[src/rtl/core/smix_pkg.sv]
// Shared types, constants and helper functions for the sample playback mixer.
// No dependencies; imported by every module of the block but smix_ram.
package smix_pkg;

  localparam int VOICES       = 16;
  localparam int VOICE_W      = $clog2(VOICES);
  localparam int SAMPLE_WORDS = 65536;
  localparam int ADDR_W       = $clog2(SAMPLE_WORDS);
  localparam int PHASE_W      = 34;
  localparam int LEN_W        = 17;
  localparam int STEP_W       = 24;
  localparam int ACC_W        = 54;
  localparam int PADDR_W      = 2;

  localparam logic [PADDR_W-1:0] REG_MASTER     = 2'd0;
  localparam logic [15:0]        MASTER_RESET   = 16'h8000;
  localparam logic [15:0]        STEREO_GAIN    = 16'h8000;

  typedef enum logic [1:0] {
    OP_TICK  = 2'd0,
    OP_WRITE = 2'd1,
    OP_START = 2'd2,
    OP_STOP  = 2'd3
  } op_t;

  typedef enum logic [2:0] {
    ST_IDLE,
    ST_CHK,
    ST_RD1,
    ST_RD2,
    ST_MUL,
    ST_ACC,
    ST_EMIT
  } state_t;

  typedef struct packed {
    logic accept;
    logic chk;
    logic rd1;
    logic rd2;
    logic mul;
    logic acc_en;
    logic next_voice;
    logic load_out;
  } cmd_t;

  typedef struct packed {
    logic skip;
    logic last;
    logic out_free;
    logic master_zero;
  } status_t;

  // Rounded phase index, clamped to length-1 (zero length clamps to zero).
  function automatic logic [ADDR_W-1:0] clamp_index(input logic [PHASE_W-1:0] phase,
                                                    input logic [LEN_W-1:0] len);
    logic [PHASE_W:0]      sum;
    logic [PHASE_W-16:0]   idx;
    logic [LEN_W-1:0]      top;
    logic [LEN_W-1:0]      sel;
    sum = {1'b0, phase} + (PHASE_W+1)'(32768);
    idx = sum[PHASE_W:16];
    top = (len == '0) ? '0 : len - LEN_W'(1);
    sel = (idx > (PHASE_W-15)'(top)) ? top : idx[LEN_W-1:0];
    return sel[ADDR_W-1:0];
  endfunction

  // Divide by 2^31, round half up, saturate to 16 bits.
  function automatic logic signed [15:0] round_sat(input logic signed [ACC_W-1:0] acc);
    logic signed [ACC_W:0]     t;
    logic signed [ACC_W-31:0]  q;
    t = {acc[ACC_W-1], acc} + (ACC_W+1)'(64'h4000_0000);
    q = (ACC_W-30)'(t >>> 31);
    if (q > (ACC_W-30)'(32767))       return 16'sh7fff;
    else if (q < -(ACC_W-30)'(32768)) return 16'sh8000;
    else                               return q[15:0];
  endfunction

endpackage

[src/rtl/core/smix_ctrl.sv]
// Controller state machine for the mixer: sequences the per-voice walk.
// Depends on smix_pkg.
module smix_ctrl
  import smix_pkg::*;
(
  input  logic    clk,
  input  logic    rst,
  input  logic    in_valid,
  input  logic [1:0] in_op,
  input  status_t stat,
  output logic    in_stall,
  output cmd_t    cmd
);

  state_t state, state_next;

  always_ff @(posedge clk) begin
    if (rst) begin
      state <= ST_IDLE;
    end else begin
      state <= state_next;
    end
  end

  always_comb begin
    state_next = state;
    unique case (state)
      ST_IDLE: begin
        if (in_valid) begin
          unique case (op_t'(in_op))
            OP_TICK:  state_next = stat.master_zero ? ST_EMIT : ST_CHK;
            OP_START: state_next = ST_EMIT;
            OP_WRITE,
            OP_STOP:  state_next = ST_IDLE;
            default:  state_next = ST_IDLE;
          endcase
        end
      end
      ST_CHK: begin
        if (stat.skip) state_next = stat.last ? ST_EMIT : ST_CHK;
        else           state_next = ST_RD1;
      end
      ST_RD1:  state_next = ST_RD2;
      ST_RD2:  state_next = ST_MUL;
      ST_MUL:  state_next = ST_ACC;
      ST_ACC:  state_next = stat.last ? ST_EMIT : ST_CHK;
      ST_EMIT: if (stat.out_free) state_next = ST_IDLE;
      default: state_next = ST_IDLE;
    endcase
  end

  always_comb begin
    cmd      = '0;
    in_stall = (state != ST_IDLE);
    unique case (state)
      ST_IDLE: cmd.accept = in_valid;
      ST_CHK: begin
        cmd.chk        = 1'b1;
        cmd.next_voice = stat.skip;
      end
      ST_RD1: cmd.rd1 = 1'b1;
      ST_RD2: cmd.rd2 = 1'b1;
      ST_MUL: cmd.mul = 1'b1;
      ST_ACC: begin
        cmd.acc_en     = 1'b1;
        cmd.next_voice = 1'b1;
      end
      ST_EMIT: cmd.load_out = stat.out_free;
      default: cmd = '0;
    endcase
  end

endmodule

[config.mk]
export PLATFORM = sky130hd
export DESIGN_NAME = smix_ctrl
export DESIGN_NICKNAME = d
export VERILOG_FILES = /design/src/rtl/core/smix_pkg.sv /design/src/rtl/core/smix_ctrl.sv
export SDC_FILE = /design/constraint.sdc
export NUM_CORES = 1
export LEC_CHECK = 0
export BUFFER_PORTS_ARGS = -buffer_cell sky130_fd_sc_hd__buf_2
export CAP_MARGIN = 15
export CORE_AREA = 2 2 39 41
export CTS_BUF_LIST = sky130_fd_sc_hd__clkbuf_4 sky130_fd_sc_hd__clkbuf_8
export CTS_CLUSTER_DIAMETER = 200
export DETAILED_ROUTE_END_ITERATION = 8
export DIE_AREA = 0 0 41 43
export GPL_ROUTABILITY_DRIVEN = 0
export REMOVE_ABC_BUFFERS = 1
export SYNTH_ARGS = -nofsm -noshare
export SYNTH_HDL_FRONTEND = slang
export SYNTH_SLANG_ARGS = --single-unit
[constraint.sdc]
create_clock -name clk -period 1.6 [get_ports clk]
set_clock_uncertainty 0.2 [all_clocks]
set_input_delay 0.32 -clock clk [delete_from_list [all_inputs] [get_ports clk]]
set_output_delay 0.32 -clock clk [all_outputs]
set_load 0.005 [all_outputs]
==> key figures <==
Outcome
  – Status: finished, violations left
  – Failing checks: negative setup slack

Floorplan
  – Die ar.: 0.001763 mm2
  – Die H: 43 um
  – Num ports: 18
  – Core box area: 0.001384 mm2
  – Die Wd: 41 um
  – Rows: 14
  – Initial Util: 0.1980

Finish
  – Filler Cell Count: 153
  – Top reg by flops: state
  – Finished Core Util: 0.3580
  – Design area: 495.5 um2
  – Area delta synth->final: 80.82%
  – Most common library cell in the layout ignoring fill and taps: buf_2
  – Most frequent cells in the layout: 17 x buf_2, 8 x buf_4, 5 x a21oi_1
  – Layout cells sized above 1: 0.6406
  – Nets: 74
  – Largest registers: state x3
  – # diodes: 0
  – Max reg flops: 3

Synth
  – Syn Area/Cell: 7.211 um2
  – Synth Warn #: 0
  – Netlist cell types: 21
  – Cells after Synth: 38
  – Area of the mapped netlist: 274.0 um2
  – Register bit count reported by yosys: 3
  – Register area share after synthesis: 0.2192

Drt
  – DR DRC count: 0
  – Pre-antenna DRT Iters: 3
  – Final wirelength: 774 um
  – Vias: 344
  – Vias per inst: 4.300
  – Initial drt markers: 2
  – Wire per inst: 9.675 um
  – Antenna Nets Post-Route: 0

Power
  – P per Cell Area: 1197 mW/mm2
  – Leakage Power: 0.2474 nW
  – Max VDD drop: 0.5382 mV

Critical path
  – Arr. time, crit path: 1.15 ns
  – Crit path launch: state[2]
  – CP required: 1.08 ns
  – CP Max Fanout: 3
  – Crit end category: output port
  – Crit path launch type: register
  – R2r startpoint: state[2]
  – Setup CP Type: reg2out

Timing
  – Final Hold Fails: 0
  – Fin crit share: 1.045
  – Worst-margin pin slew: 0.4892 ns
  – Fin crit period: 1.672 ns
  – RSZ-0062 raised after global routing: true
  – Min setup slack post-route: -0.07194 ns
  – Final slew viol count: 0
  – Fmax: 0.5981 GHz
  – Slew HR: 0.6696
  – Final setup vio count: 2

Global route
  – Initial antenna violation count: 0
  – GR Util All Layers: 0.09719
  – Number of global-route vias before repair: 310
  – Largest net degree at the start of global routing: 14
  – First-pass GRT wire length: 1145 um
  – Gr ovfl total: 0

Hold path
  – Worst Hold Class: in2reg
  – Hold Crit Start: stat[1]

Clock tree
  – CTS max path bufs: 2
  – Post-cts hold buffer count: 0
  – Clk Latency, worst-skew pair: 0.23 ns
  – CTS root buffer: clkbuf_4
  – H-tree lvl count: 1
  – Reg clk slew, reported paths: 0.04 ns
  – CTS Buf Count: 3
  – CTS sink cnt: 3
  – TritonCTS clock tree: yes

Place
  – Port bufs: 17
  – Placed Area: 371.6 um2
  – Pre-CTS setup slack: 0.08115 ns
  – Post-DP HPWL: 529.2 um

Run
  – Max_cap viols: 0
==> path summary, 6_finish.rpt <==
kind / slack, ns / cells after the start / end
setup / recovery: -0.07 / 3 / cmd[7]
hold / removal: 0.18 / 3 / state[1]
setup reg to reg: 0.09 / 5 / state[2]
hold reg to reg: 0.43 / 3 / state[0]
==> worst max-delay path, stage by stage (launching register included) <==
cell and delay, ns:
dfxtp_4 0.34, or3_4 0.39, nor2_1 0.08, buf_2 0.11
==> timing repair <==
action | in CTS | in global routing
resized for setup | 7 | 6
setup buffers | 5 | 2
pin swaps | 2 | 3
gates cloned | 0 | 0
endpoints found under the setup margin | 9 | 7
==> stage by stage <==
stage	hold slack, ns	std cells	TNS [ns]	total power, mW
4_1_cts	0.1662	78	-0.1824	0.5575
6_report	0.1768	80	-0.08540	0.5929
3_5_place_dp	0.4240	69	0	0.3403
3_3_place_gp	0.4240	69	0	0.3360
2_1_floorplan	0.3132	35	0	0.2559
5_1_grt	0.2011	80	-0.1623	0.6351
==> synth_stat cells <==
master | count | area (um2)
nor3_1 | 2 | 10.01
or3_4 | 1 | 11.26
a211o_1 | 1 | 8.760
nand2_1 | 1 | 3.750
a21oi_1 | 5 | 25.02
o21bai_1 | 1 | 7.510
inv_1 | 1 | 3.750
o21ai_0 | 1 | 5.000
nand2b_1 | 1 | 6.260
and3b_1 | 2 | 17.52
nor3_2 | 1 | 10.01
buf_2 | 3 | 15.01
nor2_1 | 5 | 18.77
o21ai_1 | 2 | 10.01
or4_1 | 1 | 7.510
nor3b_1 | 3 | 22.52
nor2b_1 | 1 | 6.260
dfxtp_1 | 3 | 60.06
o21ba_2 | 1 | 10.01
o41ai_1 | 1 | 8.760
and2_1 | 1 | 6.260
==> report_power, final <==
part	internal [mW]	switching (mW)	total [mW]
registers	0.0995	0.0276	0.127
clock network	0.110	0.0387	0.149
logic	0.185	0.132	0.317
==> cell type report <==
type                            instances  area (um2)  share of cell area
Multi-Input combinational cell         31       225.2              0.4545
Timing Repair Buffer                   25       145.1              0.2929
Sequential cell                         3       71.32              0.1439
Clock buffer                            4       30.03             0.06061
Tap cell                               16       20.02             0.04040
Inverter                                1       3.754            0.007576
==> routing by layer <==
metal | wire (um) | vias up | GRT usage
li1 | - | 188 | -
met1 | 348 | 143 | 0.1278
met2 | 363 | 13 | 0.1313
met3 | 62 | 0 | 0.01571
met4 | 0 | 0 | 0.08000
met5 | 0 | - | 0
==> kinds of logic after synthesis <==
kind of cell	Yosys count	synth area share
AND/OR/NAND/NOR	19	0.4384
AO/OA/AOI/OAI	12	0.2740
buffers and inverters	4	0.06846
flip-flops	3	0.2192
Note: power is estimated with default switching activity, not from simulation.
